$ cat src/design/text_console_cursor_engine_macros.svh
// Assertion macros shared by the text console cursor engine modules.
`ifndef TEXT_CONSOLE_CURSOR_ENGINE_MACROS_SVH
`define TEXT_CONSOLE_CURSOR_ENGINE_MACROS_SVH

// Property that must hold at every clock edge outside reset.
`define TCCE_ASSERT(label, clk, rst_n, prop, msg) \
	label: assert property (@(posedge clk) disable iff (!rst_n) prop) else $error(msg);

// Condition in one cycle that implies a consequence in the next cycle.
`define TCCE_ASSERT_NEXT(label, clk, rst_n, ante, cons, msg) \
	label: assert property (@(posedge clk) disable iff (!rst_n) (ante) |=> (cons)) else $error(msg);

`endif

$ cat src/design/tcce_pkg.sv
// Shared constants and types of the text console cursor engine.
`default_nettype none

package tcce_pkg;

	// Character codes with a special meaning.
	localparam logic [7:0] CH_NEWLINE   = 8'h0A;
	localparam logic [7:0] CH_BACKSPACE = 8'h08;
	localparam logic [7:0] CH_FORMFEED  = 8'h0C;
	localparam logic [7:0] CH_SPACE     = 8'h20;
	localparam logic [7:0] CH_NONE      = 8'h00;

	// Operation codes of an input word.
	localparam logic OP_PUT  = 1'b0;
	localparam logic OP_READ = 1'b1;

	// Configuration register file.
	localparam int CFG_ADDR_W = 3;
	localparam logic [5:0] NUM_ROWS_RST = 6'd32;
	localparam logic [7:0] NUM_COLS_RST = 8'd128;

	typedef enum logic {
		REG_NUM_ROWS = 1'b0,
		REG_NUM_COLS = 1'b1
	} reg_idx_t;

	// Per-word control flags handed from the cursor logic to the pipeline.
	typedef struct packed {
		logic is_read;
		logic wr_en;
		logic in_range;
		logic row_was_valid;
		logic scrolled;
	} item_flags_t;

endpackage

`default_nettype wire

$ cat src/design/tcce_ctrl.sv
// Configuration registers, cursor state, top-row pointer and row valid bits.
`default_nettype none
`include "text_console_cursor_engine_macros.svh"

module tcce_ctrl import tcce_pkg::*; #(
	parameter int MAX_ROWS = 32,
	parameter int MAX_COLS = 128
) (
	input  logic                                           clk,
	input  logic                                           arst_n,
	// Register port
	input  logic                                           psel,
	input  logic                                           penable,
	input  logic                                           pwrite,
	input  logic [CFG_ADDR_W-1:0]                          paddr,
	input  logic [31:0]                                    pwdata,
	output logic [31:0]                                    prdata,
	// Accepted command word
	input  logic                                           acc,
	input  logic                                           opcode,
	input  logic [7:0]                                     char_code,
	input  logic [4:0]                                     read_row,
	input  logic [6:0]                                     read_col,
	// Memory request and cursor after the word
	output item_flags_t                                    flags,
	output logic [((MAX_ROWS > 1) ? $clog2(MAX_ROWS) : 1)-1:0] phys_row,
	output logic [((MAX_COLS > 1) ? $clog2(MAX_COLS) : 1)-1:0] cell_col,
	output logic [7:0]                                     wr_char,
	output logic [((MAX_ROWS > 1) ? $clog2(MAX_ROWS) : 1)-1:0] cur_row_nx,
	output logic [((MAX_COLS > 1) ? $clog2(MAX_COLS) : 1)-1:0] cur_col_nx
);

	localparam int RW  = (MAX_ROWS > 1) ? $clog2(MAX_ROWS) : 1;
	localparam int CW  = (MAX_COLS > 1) ? $clog2(MAX_COLS) : 1;
	localparam int NRW = $clog2(MAX_ROWS + 1);
	localparam int NCW = $clog2(MAX_COLS + 1);

	logic [5:0]          num_rows_q;
	logic [7:0]          num_cols_q;
	logic [RW-1:0]       top_q;
	logic [RW-1:0]       cur_row_q;
	logic [CW-1:0]       cur_col_q;
	logic [MAX_ROWS-1:0] row_valid_q;

	logic                cfg_we;
	reg_idx_t            cfg_idx;
	logic [NRW-1:0]      nrows;
	logic [NCW-1:0]      ncols;

	logic [NRW-1:0]      row_c;
	logic [NRW-1:0]      new_row;
	logic [NRW-1:0]      wr_row;
	logic [NRW-1:0]      srow;
	logic [NCW-1:0]      col_c;
	logic [NCW-1:0]      col_inc;
	logic [NCW-1:0]      new_col;
	logic [NCW-1:0]      wr_col;
	logic [NRW:0]        top_inc;
	logic [NRW:0]        psum;
	logic [RW-1:0]       top_next;
	logic                scroll;
	logic                ff;
	logic                do_wr;
	logic                in_range;
	logic [MAX_ROWS-1:0] rv_next;

	// Register access decode; the port never waits.
	assign cfg_we  = psel && penable && pwrite;
	assign cfg_idx = reg_idx_t'(paddr[2]);

	always_comb begin
		case (cfg_idx)
			REG_NUM_ROWS: prdata = 32'(num_rows_q);
			REG_NUM_COLS: prdata = 32'(num_cols_q);
			default:      prdata = '0;
		endcase
	end

	// Row and column counts limited to the supported range.
	always_comb begin
		if (num_rows_q == '0) begin
			nrows = NRW'(1);
		end else if (int'(num_rows_q) > MAX_ROWS) begin
			nrows = NRW'(MAX_ROWS);
		end else begin
			nrows = NRW'(num_rows_q);
		end
		if (num_cols_q == '0) begin
			ncols = NCW'(1);
		end else if (int'(num_cols_q) > MAX_COLS) begin
			ncols = NCW'(MAX_COLS);
		end else begin
			ncols = NCW'(num_cols_q);
		end
	end

	// Cursor movement for one put word, with scrolling past the bottom row.
	always_comb begin
		row_c   = NRW'(cur_row_q);
		col_c   = NCW'(cur_col_q);
		col_inc = col_c + NCW'(1);
		new_row = row_c;
		new_col = col_c;
		wr_row  = row_c;
		wr_col  = col_c;
		wr_char = char_code;
		do_wr   = 1'b0;
		ff      = 1'b0;
		if (opcode == OP_PUT) begin
			case (char_code)
				CH_NEWLINE: begin
					new_row = row_c + NRW'(1);
					new_col = '0;
				end
				CH_BACKSPACE: begin
					if (col_c != '0) begin
						new_col = col_c - NCW'(1);
					end else if (row_c != '0) begin
						new_row = row_c - NRW'(1);
						new_col = ncols - NCW'(1);
					end
					wr_row  = new_row;
					wr_col  = new_col;
					wr_char = CH_SPACE;
					do_wr   = 1'b1;
				end
				CH_FORMFEED: begin
					ff = 1'b1;
				end
				default: begin
					do_wr = 1'b1;
					if (col_inc >= ncols) begin
						new_col = '0;
						new_row = row_c + NRW'(1);
					end else begin
						new_col = col_inc;
					end
				end
			endcase
		end
		scroll = (opcode == OP_PUT) && !ff && (new_row >= nrows);
		if (scroll) begin
			new_row = nrows - NRW'(1);
		end
		if (ff) begin
			new_row = '0;
			new_col = '0;
		end
	end

	// The top-row pointer rotates within the rows in use.
	always_comb begin
		top_inc  = (NRW + 1)'(top_q) + (NRW + 1)'(1);
		top_next = (top_inc >= (NRW + 1)'(nrows)) ? '0 : RW'(top_inc);
	end

	// Screen row to physical row; a read outside the screen uses row zero.
	always_comb begin
		in_range = (int'(read_row) < int'(nrows)) && (int'(read_col) < int'(ncols));
		if (opcode == OP_READ) begin
			srow = in_range ? NRW'(read_row) : '0;
		end else begin
			srow = wr_row;
		end
		psum = (NRW + 1)'(top_q) + (NRW + 1)'(srow);
		if (psum >= (NRW + 1)'(nrows)) begin
			psum = psum - (NRW + 1)'(nrows);
		end
		phys_row = RW'(psum);
		cell_col = (opcode == OP_READ) ? CW'(read_col) : CW'(wr_col);
	end

	// Row valid bits: a written row turns valid, the row scrolled out turns blank.
	always_comb begin
		rv_next = row_valid_q;
		if (do_wr) begin
			rv_next[phys_row] = 1'b1;
		end
		if (scroll) begin
			rv_next[top_q] = 1'b0;
		end
	end

	assign flags.is_read       = (opcode == OP_READ);
	assign flags.wr_en         = (opcode == OP_PUT) && do_wr;
	assign flags.in_range      = in_range;
	assign flags.row_was_valid = row_valid_q[phys_row];
	assign flags.scrolled      = scroll;
	assign cur_row_nx          = RW'(new_row);
	assign cur_col_nx          = CW'(new_col);

	// State update; any register write restarts the console.
	always_ff @(posedge clk or negedge arst_n) begin
		if (!arst_n) begin
			num_rows_q  <= NUM_ROWS_RST;
			num_cols_q  <= NUM_COLS_RST;
			row_valid_q <= '0;
			top_q       <= '0;
			cur_row_q   <= '0;
			cur_col_q   <= '0;
		end else if (cfg_we) begin
			case (cfg_idx)
				REG_NUM_ROWS: num_rows_q <= pwdata[5:0];
				REG_NUM_COLS: num_cols_q <= pwdata[7:0];
				default: ;
			endcase
			row_valid_q <= '0;
			top_q       <= '0;
			cur_row_q   <= '0;
			cur_col_q   <= '0;
		end else if (acc && (opcode == OP_PUT)) begin
			cur_row_q <= cur_row_nx;
			cur_col_q <= cur_col_nx;
			if (ff) begin
				row_valid_q <= '0;
				top_q       <= '0;
			end else begin
				row_valid_q <= rv_next;
				if (scroll) begin
					top_q <= top_next;
				end
			end
		end
	end

	`TCCE_ASSERT(a_cur_row_on_screen, clk, arst_n, NRW'(cur_row_q) < nrows, "Cursor row lies below the screen.")
	`TCCE_ASSERT(a_top_row_on_screen, clk, arst_n, NRW'(top_q) < nrows, "Top row pointer is outside the rows in use.")
	`TCCE_ASSERT_NEXT(a_scroll_to_bottom, clk, arst_n, acc && scroll && !cfg_we, NRW'(cur_row_q) == (nrows - NRW'(1)), "Scroll did not leave the cursor on the bottom row.")

endmodule

`default_nettype wire

$ cat config.mk
export PLATFORM = sky130hd
export DESIGN_NAME = tcce_ctrl
export DESIGN_NICKNAME = d
export VERILOG_FILES = /design/src/design/tcce_pkg.sv /design/src/design/tcce_ctrl.sv
export VERILOG_INCLUDE_DIRS = /design/src /design/src/design
export SDC_FILE = /design/constraint.sdc
export NUM_CORES = 1
export LEC_CHECK = 0
export ABC_AREA = 1
export BUFFER_PORTS_ARGS = -buffer_cell sky130_fd_sc_hd__buf_2
export CORE_MARGIN = 2
export CORE_UTILIZATION = 60
export CTS_CLUSTER_SIZE = 16
export DETAILED_ROUTE_END_ITERATION = 12
export PLACE_DENSITY = 0.95
export SKIP_CTS_REPAIR_TIMING = 1
export SYNTH_ARGS = -nofsm -noshare
export SYNTH_HDL_FRONTEND = slang
export SYNTH_SLANG_ARGS = --single-unit
$ cat constraint.sdc
create_clock -name clk -period 10.45 [get_ports clk]
set_clock_uncertainty 0.05 [all_clocks]
set_input_delay 2.09 -clock clk [delete_from_list [all_inputs] [get_ports clk]]
set_output_delay 2.09 -clock clk [all_outputs]
set_load 0.1 [all_outputs]
==> results of run 1 <==
==> how the worst max path moves through the flow <==
stage | from | endpoint | slack, ps | depth (start not counted)
finish | char_code[5] | flags[1] | 1070 | 31
global route | char_code[5] | flags[1] | 720 | 31
CTS | char_code[5] | flags[1] | 1180 | 31
detailed placement | char_code[5] | flags[1] | 1230 | 31
global placement | char_code[5] | flags[1] | 1390 | 31
floorplan | opcode | flags[1] | 1390 | 25
==> layout by cell type, fill, tap and decap left out, types with 35 or more instances in the layout <==
cell type	n
sky130_fd_sc_hd__a21oi_1	83
sky130_fd_sc_hd__buf_2	80
sky130_fd_sc_hd__dfrtp_1	61
sky130_fd_sc_hd__ha_1	51
sky130_fd_sc_hd__inv_1	115
sky130_fd_sc_hd__nand2_1	273
sky130_fd_sc_hd__nand3_1	54
sky130_fd_sc_hd__nor2_1	63
sky130_fd_sc_hd__o21ai_0	99
sky130_fd_sc_hd__o21ai_1	35
==> layer usage <==
layer	track usage (%)	vias to the layer above	wire length [um]
met4	11.9	0	534
met2	47.9	481	8230
met1	44.8	3143	7690
met5	0	-	0
li1	-	3385	-
met3	7.41	59	2250
==> through the flow <==
step	hold slack, ps	worst slack (ps)
after CTS	460	1180
after floorplan	403	1390
final	452	1070
after global routing	495	718
after global placement	418	1390
after detailed placement	442	1230
==> state kept, by name, summed over array words and instances (netlist names) <==
register     count
num_cols_q       8
cur_row_q        5
top_q            5
cur_col_q        7
row_valid_q     32
num_rows_q       6
==> final cells by class <==
cell class / count / area [um^2]
Timing Repair Buffer: 84 / 430
Clock inverter: 5 / 62.6
Fill cell: 931 / 3650
Sequential cell: 63 / 1580
Inverter: 123 / 462
Clock buffer: 11 / 151
Tap cell: 140 / 175
Multi-Input combinational cell: 789 / 4290
==> synth_stat cells (all sizes together) (2+ instances only) <==
cell	instances
a211oi	3
a21oi	85
buf	38
clkbuf	25
dfrtp	61
dfstp	2
fa	2
ha	51
inv	122
nand2	284
nand3	56
nand3b	3
nand4	9
nor2	77
nor3	10
o211ai	7
o21a	5
o21ai	138
o22ai	4
or2	4
xnor2	4
xor2	15
==> worst max-delay path, delay by kind of cell <==
family	cells	cell delay, ps
adders and majority gates	2	670
AOI/OAI and AO/OA	6	1550
and+or+nand+nor	16	1770
buffers and inverters	7	1130
==> kinds of logic (layout without fill, tap and decap cells) <==
kind of cell / count (synthesis) / after routing / synth area share [%]
DFF: 63 / 63 / 23.9
AOI/OAI and AO/OA: 248 / 248 / 20.2
and+or+nand+nor: 445 / 445 / 30.4
xor gates and xnor gates: 19 / 19 / 2.51
adders and majority gates: 53 / 53 / 10.2
other: 1 / 24 / 0.0566
buffers and inverters: 186 / 223 / 12.7
==> metrics.log, run 1 <==
INFO  metric outcome = finished clean
INFO  metric gr-total-overflow = 0
INFO  metric replace_congestion = 1.01
INFO  metric vias_per_cell = 5.82
INFO  metric synth_top_cell_area_share = 23.1%
INFO  metric slew_violations = 0
INFO  metric final_cells = 1215
INFO  metric clock_tree.htree_level_count = 3
INFO  metric die_width = 109 um
INFO  metric postSynthCellCount = 1015
INFO  metric yosysTopAreaCell = sky130_fd_sc_hd__dfrtp_1
INFO  metric drive_above_1_share = 14.0%
INFO  metric number_of_enable_flip_flop_cells_after_synthesis = 0
INFO  metric relSlewSlack = 31.7%
INFO  metric synth_top_flop_cell = sky130_fd_sc_hd__dfrtp_1
INFO  metric totalWireLength = 18.7 mm
INFO  metric setup.worst_path.start_class = primary input
INFO  metric post-dp-hpwl = 13.4 mm
INFO  metric tritoncts = built
INFO  metric cp_data_required_time = 8310 ps
INFO  metric yosysWarnings = 0
INFO  metric report.final.hold_viol_count = 0
INFO  metric endpoint_of_the_most_critical_register_to_register_path = row_valid_q[14]
INFO  metric detailedRoute.firstPassIterationCount = 6
INFO  metric cp_slowest_cell = sky130_fd_sc_hd__o21ai_4
INFO  metric finalWorstPathRequiredPeriod = 9380 ps
INFO  metric maxCapViolCount = 0
INFO  metric min_delay_path_depth = 2
INFO  metric dpl_cell_area = 6930 um^2
INFO  metric detail-route-antenna-nets = 0
INFO  metric fin_area = 7150 um^2
INFO  metric worstReg2RegStart = num_cols_q[4]
INFO  metric worstHoldPathType = reg2reg
INFO  metric hold_end = num_rows_q[1]
INFO  metric postLayoutCoreUtil = 66.2%
INFO  metric final_net_count = 1185
INFO  metric cts-buffers-inserted = 9
INFO  metric worst_setup_hold_path_clk_slew = 70 ps
INFO  metric clk_path_buf_depth = 2
INFO  metric worst_pin_slew = 1020 ps
INFO  metric cts.root.buffer_cell = sky130_fd_sc_hd__clkbuf_8
INFO  metric avgRoutedWirePerCell = 15.4 um
INFO  metric synth-seq-cells = 63
INFO  metric count_of_unresolved_drc_violations_after_routing = 0
INFO  metric crit_path_max_incr_delay = 500 ps
INFO  metric clock_latency = 370 ps
INFO  metric grt.total_usage = 32.0%
INFO  metric critPathCaptureType = primary output
INFO  metric placeableCoreArea = 10800 um^2
INFO  metric worstSetupPathType = in2out
INFO  metric top_level_ports = 131
INFO  metric clock_sinks = 63
INFO  metric rows = 38
INFO  metric first_drt_iteration_drcs = 953
INFO  metric die_area = 11900 um^2
INFO  metric grt_pass1_vias = 6116
INFO  metric crit_fanout = 14
INFO  metric grt_setup_unrepaired = no
INFO  metric avgSynthCellArea = 6.52 um^2
INFO  metric antenna_violations_before_repair = 0
INFO  metric r2r_setup_slack = 4480 ps
INFO  metric dp.cells = 1199
INFO  metric place.port_buffers = 80
INFO  metric synth.area.top_cells = sky130_fd_sc_hd__dfrtp_1 23%, sky130_fd_sc_hd__nand2_1 15%, sky130_fd_sc_hd__ha_1 9.6%, sky130_fd_sc_hd__o21ai_0 7.5%, sky130_fd_sc_hd__inv_1 6.5%
INFO  metric syn2layout_area_growth = 7.96%
INFO  metric asyncSetResetFlopFracSynth = 100%
INFO  metric r2r.worst_path.cells = 28
INFO  metric die_height = 109 um
INFO  metric start_util = 61.3%
INFO  metric grt_max_degree = 64
INFO  metric period_share = 89.8%
INFO  metric antenna_cells_inserted = 0
INFO  metric clock.fmax = 107 MHz
INFO  metric cp.arrival = 7240 ps
INFO  metric sequential_fraction_of_the_synthesis_area = 23.9%
INFO  metric synthesis.area = 6620 um^2
INFO  metric synth.lib_cells_used.distinct = 52
INFO  metric timing.final.setup_violations = 0
INFO  metric grt_pass1_wl = 29.6 mm
INFO  metric fin_setup_tns = 0 ps
INFO  metric worst_path_most_repeated_cell = sky130_fd_sc_hd__nand2_1
INFO  metric detailroute.via_count = 7068
INFO  metric holdCritStartpoint = num_rows_q[1]
Power of run 1 is not shown: default switching activity piles up to over one toggle a cycle in this logic, so the estimate is an artifact.
==> inputs of run 2 (changes only) <==
Settings changed: CORE_UTILIZATION 60 to 62.
==> metrics.log, run 2 (same netlist as run 1, synthesis figures left out) <==
INFO  metric clk_path_buf_depth = 2 (unchanged)
INFO  metric top_level_ports = 131 (unchanged)
INFO  metric detailroute.via_count = 7116 (+0.68%)
INFO  metric most_common_cell_after_layout_fill_and_taps_aside = sky130_fd_sc_hd__nand2_1
INFO  metric worst_pin_slew = 876 ps (-148 ps)
INFO  metric worstHoldPathType = reg2reg
INFO  metric cp_top_family = compound AO/OA/AOI/OAI gates
INFO  metric worstSetupPathType = in2out
INFO  metric place.port_buffers = 80 (unchanged)
INFO  metric fin_setup_tns = 0 ps (unchanged)
INFO  metric replace_congestion = 0.953 (-5.2%)
INFO  metric tritoncts = built
INFO  metric grt_pass1_wl = 30.6 mm (+3.5%)
INFO  metric largest_register = row_valid_q
INFO  metric vias_per_cell = 5.88 (+1.0%)
INFO  metric first_drt_iteration_drcs = 643 (-33%)
INFO  metric outcome = finished clean
INFO  metric antenna_violations_before_repair = 0 (unchanged)
INFO  metric period_share = 92.5% (+2.7 points)
INFO  metric worst_setup_hold_path_clk_slew = 60 ps (about the same)
INFO  metric rows = 37 (-2.6%)
INFO  metric slew_violations = 0 (unchanged)
INFO  metric nFillCells = 860 (-7.6%)
INFO  metric reg.largest.list = row_valid_q x32, num_cols_q x8, cur_col_q x7
INFO  metric clock_latency = 370 ps (about the same)
INFO  metric relSlewSlack = 41.6% (+9.9 points)
INFO  metric drive_above_1_share = 13.5% (-0.47 points)
INFO  metric cp_slowest_cell = sky130_fd_sc_hd__o21ai_4
INFO  metric start_util = 64.1% (+2.8 points)
INFO  metric post-dp-hpwl = 13.6 mm (+1.8%)
INFO  metric detailedRoute.firstPassIterationCount = 6 (unchanged)
INFO  metric setup.worst_path.start_class = primary input
INFO  metric critPathCaptureType = primary output
INFO  metric die_area = 11500 um^2 (-3.1%)
INFO  metric largest_reg_flops = 32 (unchanged)
INFO  metric clock_tree.htree_level_count = 3 (unchanged)
INFO  metric detail-route-antenna-nets = 0 (unchanged)
INFO  metric cp_data_required_time = 8310 ps (about the same)
INFO  metric syn2layout_area_growth = 7.73%
INFO  metric cp.arrival = 7530 ps (+290 ps)
INFO  metric gr-total-overflow = 0 (unchanged)
INFO  metric report.final.hold_viol_count = 0 (unchanged)
INFO  metric cts.root.buffer_cell = sky130_fd_sc_hd__clkbuf_8
INFO  metric cts-buffers-inserted = 9 (unchanged)
INFO  metric grt_max_degree = 64 (unchanged)
INFO  metric crit_path_max_incr_delay = 500 ps (about the same)
INFO  metric antenna_cells_inserted = 0 (unchanged)
INFO  metric critical_path.n_buffers_inverters = 5 (-2)
INFO  metric avgRoutedWirePerCell = 15.5 um (+0.65%)
INFO  metric grt_setup_unrepaired = no
INFO  metric worst_path_most_repeated_cell = sky130_fd_sc_hd__nand2_1
INFO  metric maxCapViolCount = 0 (unchanged)
INFO  metric die_width = 107 um (-1.6%)
INFO  metric multiInputGateArea = 4280 um^2 (about the same)
INFO  metric totalWireLength = 18.8 mm (+0.32%)
INFO  metric crit_fanout = 14 (unchanged)
INFO  metric die_height = 107 um (-1.6%)
INFO  metric timing.final.setup_violations = 0 (unchanged)
INFO  metric grt.total_usage = 33.5% (+1.5 points)
INFO  metric count_of_unresolved_drc_violations_after_routing = 0 (unchanged)
INFO  metric final_cell_mix = 273 x sky130_fd_sc_hd__nand2_1, 115 x sky130_fd_sc_hd__inv_1, 99 x sky130_fd_sc_hd__o21ai_0
INFO  metric r2r_setup_slack = 4440 ps (-40 ps)
INFO  metric grt_pass1_vias = 6523 (+6.7%)
INFO  metric area.sequential = 1580 um^2 (unchanged)
INFO  metric finalWorstPathRequiredPeriod = 9670 ps (+283 ps)
INFO  metric clock.fmax = 103 MHz (-2.9%)
INFO  metric clock_sinks = 63 (unchanged)
INFO  metric final_net_count = 1185 (unchanged)
INFO  metric postLayoutCoreUtil = 69.1% (+2.9 points)
INFO  metric placeableCoreArea = 10300 um^2 (-4.3%)
[run 2: cell type report]
cell class / instances / share of cell area, %
well taps: 136 / 2.39
clock buffers: 13 / 1.95
clock inverters: 3 / 0.947
repair buffers: 84 / 6.04
inverters: 123 / 6.47
multi-input cells: 789 / 60.1
flip-flops and latches: 63 / 22.1
[run 2: routing by layer]
layer	track usage, %	part of all wire, %	routed length [um]	vias up
met5	0	0	0	-
met4	15.5	3.4	639	0
met3	9.69	13	2430	64
met2	51.4	44	8240	452
met1	43.7	40	7440	3216
li1	-	-	-	3384
[run 2: worst register-to-register path, cell delays in order (launching register included)]
cell                      delay, ps
sky130_fd_sc_hd__dfrtp_1        470
sky130_fd_sc_hd__inv_1          160
sky130_fd_sc_hd__ha_1           210
sky130_fd_sc_hd__nand2_2         80
sky130_fd_sc_hd__nor2_2         160
sky130_fd_sc_hd__nand2_4        140
sky130_fd_sc_hd__nor2_1         490
sky130_fd_sc_hd__inv_1          220
sky130_fd_sc_hd__o21ai_0        280
sky130_fd_sc_hd__o21ai_0        160
sky130_fd_sc_hd__nand2_1         90
sky130_fd_sc_hd__o21ai_0        120
sky130_fd_sc_hd__ha_1           240
sky130_fd_sc_hd__fa_1           410
sky130_fd_sc_hd__xor2_1         270
sky130_fd_sc_hd__ha_1           350
sky130_fd_sc_hd__a21oi_1        190
sky130_fd_sc_hd__nand2_1         90
sky130_fd_sc_hd__nand2_1         90
sky130_fd_sc_hd__nand3_1        130
sky130_fd_sc_hd__a21oi_4        250
sky130_fd_sc_hd__nand2_8        130
sky130_fd_sc_hd__nand2_2        130
sky130_fd_sc_hd__nand2_2        220
sky130_fd_sc_hd__nor3_4         540
sky130_fd_sc_hd__a21oi_1        140
sky130_fd_sc_hd__o21ai_1        140
[run 2: final timing paths]
check | cells past startpoint | startpoint | endpoint
worst max-delay path | 28 | char_code[2] | flags[1]
worst min register to register | 2 | num_rows_q[1] | num_rows_q[1]
worst min-delay path | 2 | num_rows_q[1] | num_rows_q[1]
max in group asynchronous | 2 | arst_n | row_valid_q[23]
min in group asynchronous | 2 | arst_n | cur_col_q[0]
worst max register to register | 26 | cur_col_q[0] | row_valid_q[14]
[run 2: per-stage QoR]
step | cells | setup WS (ps) | cell area, um^2 | hold WS (ps)
global placement | 1195 | 1110 | 6930 | 416
finish | 1211 | 783 | 7130 | 444
floorplan | 1038 | 1390 | 6710 | 403
global route | 1211 | 411 | 7130 | 493
CTS | 1211 | 950 | 7130 | 440
detailed placement | 1195 | 1020 | 6930 | 424
Power of run 2 is left out for the same reason.
==> inputs of run 3 (changes only) <==
Settings changed: BUFFER_PORTS_ARGS -buffer_cell sky130_fd_sc_hd__buf_2 to -buffer_cell sky130_fd_sc_hd__clkbuf_2, PLACE_DENSITY 0.95 to unset, PLACE_DENSITY_LB_ADDON set to 0.25.
==> metrics.log, run 3 (same netlist as run 1, synthesis figures left out) <==
INFO  metric cp_slowest_cell = sky130_fd_sc_hd__fa_1
INFO  metric detail-route-antenna-nets = 0 (unchanged)
INFO  metric place.port_buffers = 80 (unchanged)
INFO  metric die_height = 107 um (unchanged)
INFO  metric setup.worst_path.start_class = primary input
INFO  metric critical_path.n_buffers_inverters = 5 (unchanged)
INFO  metric clk_path_buf_depth = 2 (unchanged)
INFO  metric count_of_unresolved_drc_violations_after_routing = 0 (unchanged)
INFO  metric detailedRoute.firstPassIterationCount = 6 (unchanged)
INFO  metric tritoncts = built
INFO  metric antenna_cells_inserted = 0 (unchanged)
INFO  metric die_area = 11500 um^2 (unchanged)
INFO  metric grt_pass1_wl = 29.9 mm (-2.3%)
INFO  metric clock_latency = 350 ps (-20 ps)
INFO  metric placeableCoreArea = 10300 um^2 (unchanged)
INFO  metric grt_use_met3 = 5.08% (-4.6 points)
INFO  metric grtUsageMet1 = 49.3% (+5.6 points)
INFO  metric cp_num_cells = 27 (-3.6%)
INFO  metric dp.cells = 1196 (+0.084%)
INFO  metric min_delay_path_depth = 2 (unchanged)
INFO  metric cp_top_family = simple AND/OR/NAND/NOR gates
INFO  metric most_common_cell_after_layout_fill_and_taps_aside = sky130_fd_sc_hd__nand2_1
INFO  metric worst_pin_slew = 1040 ps (+163 ps)
INFO  metric top_level_ports = 131 (unchanged)
INFO  metric fraction_of_met2_tracks_used_by_global_routing = 48.6% (-2.8 points)
INFO  metric avgRoutedWirePerCell = 15.2 um (-2.0%)
INFO  metric grt_setup_unrepaired = no
INFO  metric cp_data_required_time = 8310 ps (about the same)
INFO  metric worstHoldPathType = reg2reg
INFO  metric rows = 37 (unchanged)
INFO  metric largest_register = row_valid_q
INFO  metric totalWireLength = 18.4 mm (-1.9%)
INFO  metric worst_setup_hold_path_clk_slew = 80 ps (+20 ps)
INFO  metric final_cells = 1212 (+0.083%)
INFO  metric r2r_setup_slack = 4570 ps (+130 ps)
INFO  metric critPathCaptureType = primary output
INFO  metric worstSetupPathType = in2out
INFO  metric finalWorstPathRequiredPeriod = 9520 ps (-147 ps)
INFO  metric grt_most_used_layer = met1
INFO  metric crit_path_max_incr_delay = 480 ps (-20 ps)
INFO  metric syn2layout_area_growth = 7.35%
INFO  metric replace_congestion = 0.928 (-2.6%)
INFO  metric post-dp-hpwl = 13.6 mm (-0.32%)
INFO  metric report.final.hold_viol_count = 0 (unchanged)
INFO  metric relSlewSlack = 30.7% (-11 points)
INFO  metric cts-buffers-inserted = 9 (unchanged)
INFO  metric gr-total-overflow = 0 (unchanged)
INFO  metric die_width = 107 um (unchanged)
INFO  metric clock.fmax = 105 MHz (+1.5%)
INFO  metric grt_max_degree = 64 (unchanged)
INFO  metric drive_above_1_share = 14.0% (+0.55 points)
INFO  metric cts.root.buffer_cell = sky130_fd_sc_hd__clkbuf_8
INFO  metric clock_sinks = 63 (unchanged)
INFO  metric maxCapViolCount = 0 (unchanged)
INFO  metric grt.total_usage = 32.6% (-0.93 points)
INFO  metric final_net_count = 1186 (+0.084%)
INFO  metric reg.largest.list = row_valid_q x32, num_cols_q x8, cur_col_q x7
INFO  metric crit_fanout = 14 (unchanged)
INFO  metric grt_pass1_vias = 6074 (-6.9%)
INFO  metric outcome = finished clean
INFO  metric final_cell_mix = 273 x sky130_fd_sc_hd__nand2_1, 115 x sky130_fd_sc_hd__inv_1, 99 x sky130_fd_sc_hd__o21ai_0
INFO  metric clock_tree.htree_level_count = 3 (unchanged)
INFO  metric vias_per_cell = 5.72 (-2.7%)
INFO  metric r2r.worst_path.cells = 27 (+3.8%)
INFO  metric first_drt_iteration_drcs = 714 (+11%)
INFO  metric worst_path_most_repeated_cell = sky130_fd_sc_hd__nand2_1
INFO  metric period_share = 91.1% (-1.4 points)
INFO  metric start_util = 64.1% (unchanged)
INFO  metric cp.arrival = 7380 ps (-150 ps)
INFO  metric timing.final.setup_violations = 0 (unchanged)
INFO  metric largest_reg_flops = 32 (unchanged)
INFO  metric fin_setup_tns = 0 ps (unchanged)
INFO  metric detailroute.via_count = 6930 (-2.6%)
INFO  metric antenna_violations_before_repair = 0 (unchanged)
INFO  metric slew_violations = 0 (unchanged)
==> run 3: changes by cell type in the layout (fill, tap and decap cells not counted), sizes merged <==
| cell | change |
|---|---|
| buf | -79 |
| clkbuf | +76 |
| clkinv | +4 |
| bufinv | -2 |
| clkinvlp | +1 |
| inv | +1 |
==> run 3: cell type report <==
class | instances | area [um^2]
Tap cell | 136 | 170
Multi-Input combinational cell | 789 | 4290
Sequential cell | 63 | 1580
Clock buffer | 9 | 124
Clock inverter | 7 | 47.5
Inverter | 123 | 462
Fill cell | 976 | 3220
Timing Repair Buffer | 85 | 438
==> run 3: layer usage <==
metal  part of all wire [%]  up-vias
li1                       -     3387
met1                     44     3133
met2                     44      383
met3                     11       27
met4                    1.5        0
met5                      0        -
==> run 3: stage by stage <==
step / worst slack, ps / utilization [%] / area [um^2] / hold WS, ps
finish: 930 / 68.8 / 7110 / 440
global route: 561 / 68.8 / 7110 / 499
detailed placement: 1070 / 67.2 / 6940 / 424
CTS: 1050 / 68.8 / 7110 / 443
global placement: 1070 / 67.2 / 6940 / 418
floorplan: 1390 / - / 6710 / 403
==> run 3: worst min-delay path, stage by stage (launching register included) <==
cell	delay, ps
sky130_fd_sc_hd__dfrtp_1	350
sky130_fd_sc_hd__nand2_1	50
sky130_fd_sc_hd__o21ai_0	60
==> run 3: worst paths after layout <==
check,startpoint,endpoint
max,char_code[2],flags[1]
min,num_rows_q[0],num_rows_q[0]
max reg2reg,cur_col_q[0],row_valid_q[28]
min reg2reg,num_rows_q[0],num_rows_q[0]
max in group asynchronous,arst_n,row_valid_q[3]
min in group asynchronous,arst_n,num_cols_q[2]
Power of run 3 is left out for the same reason.
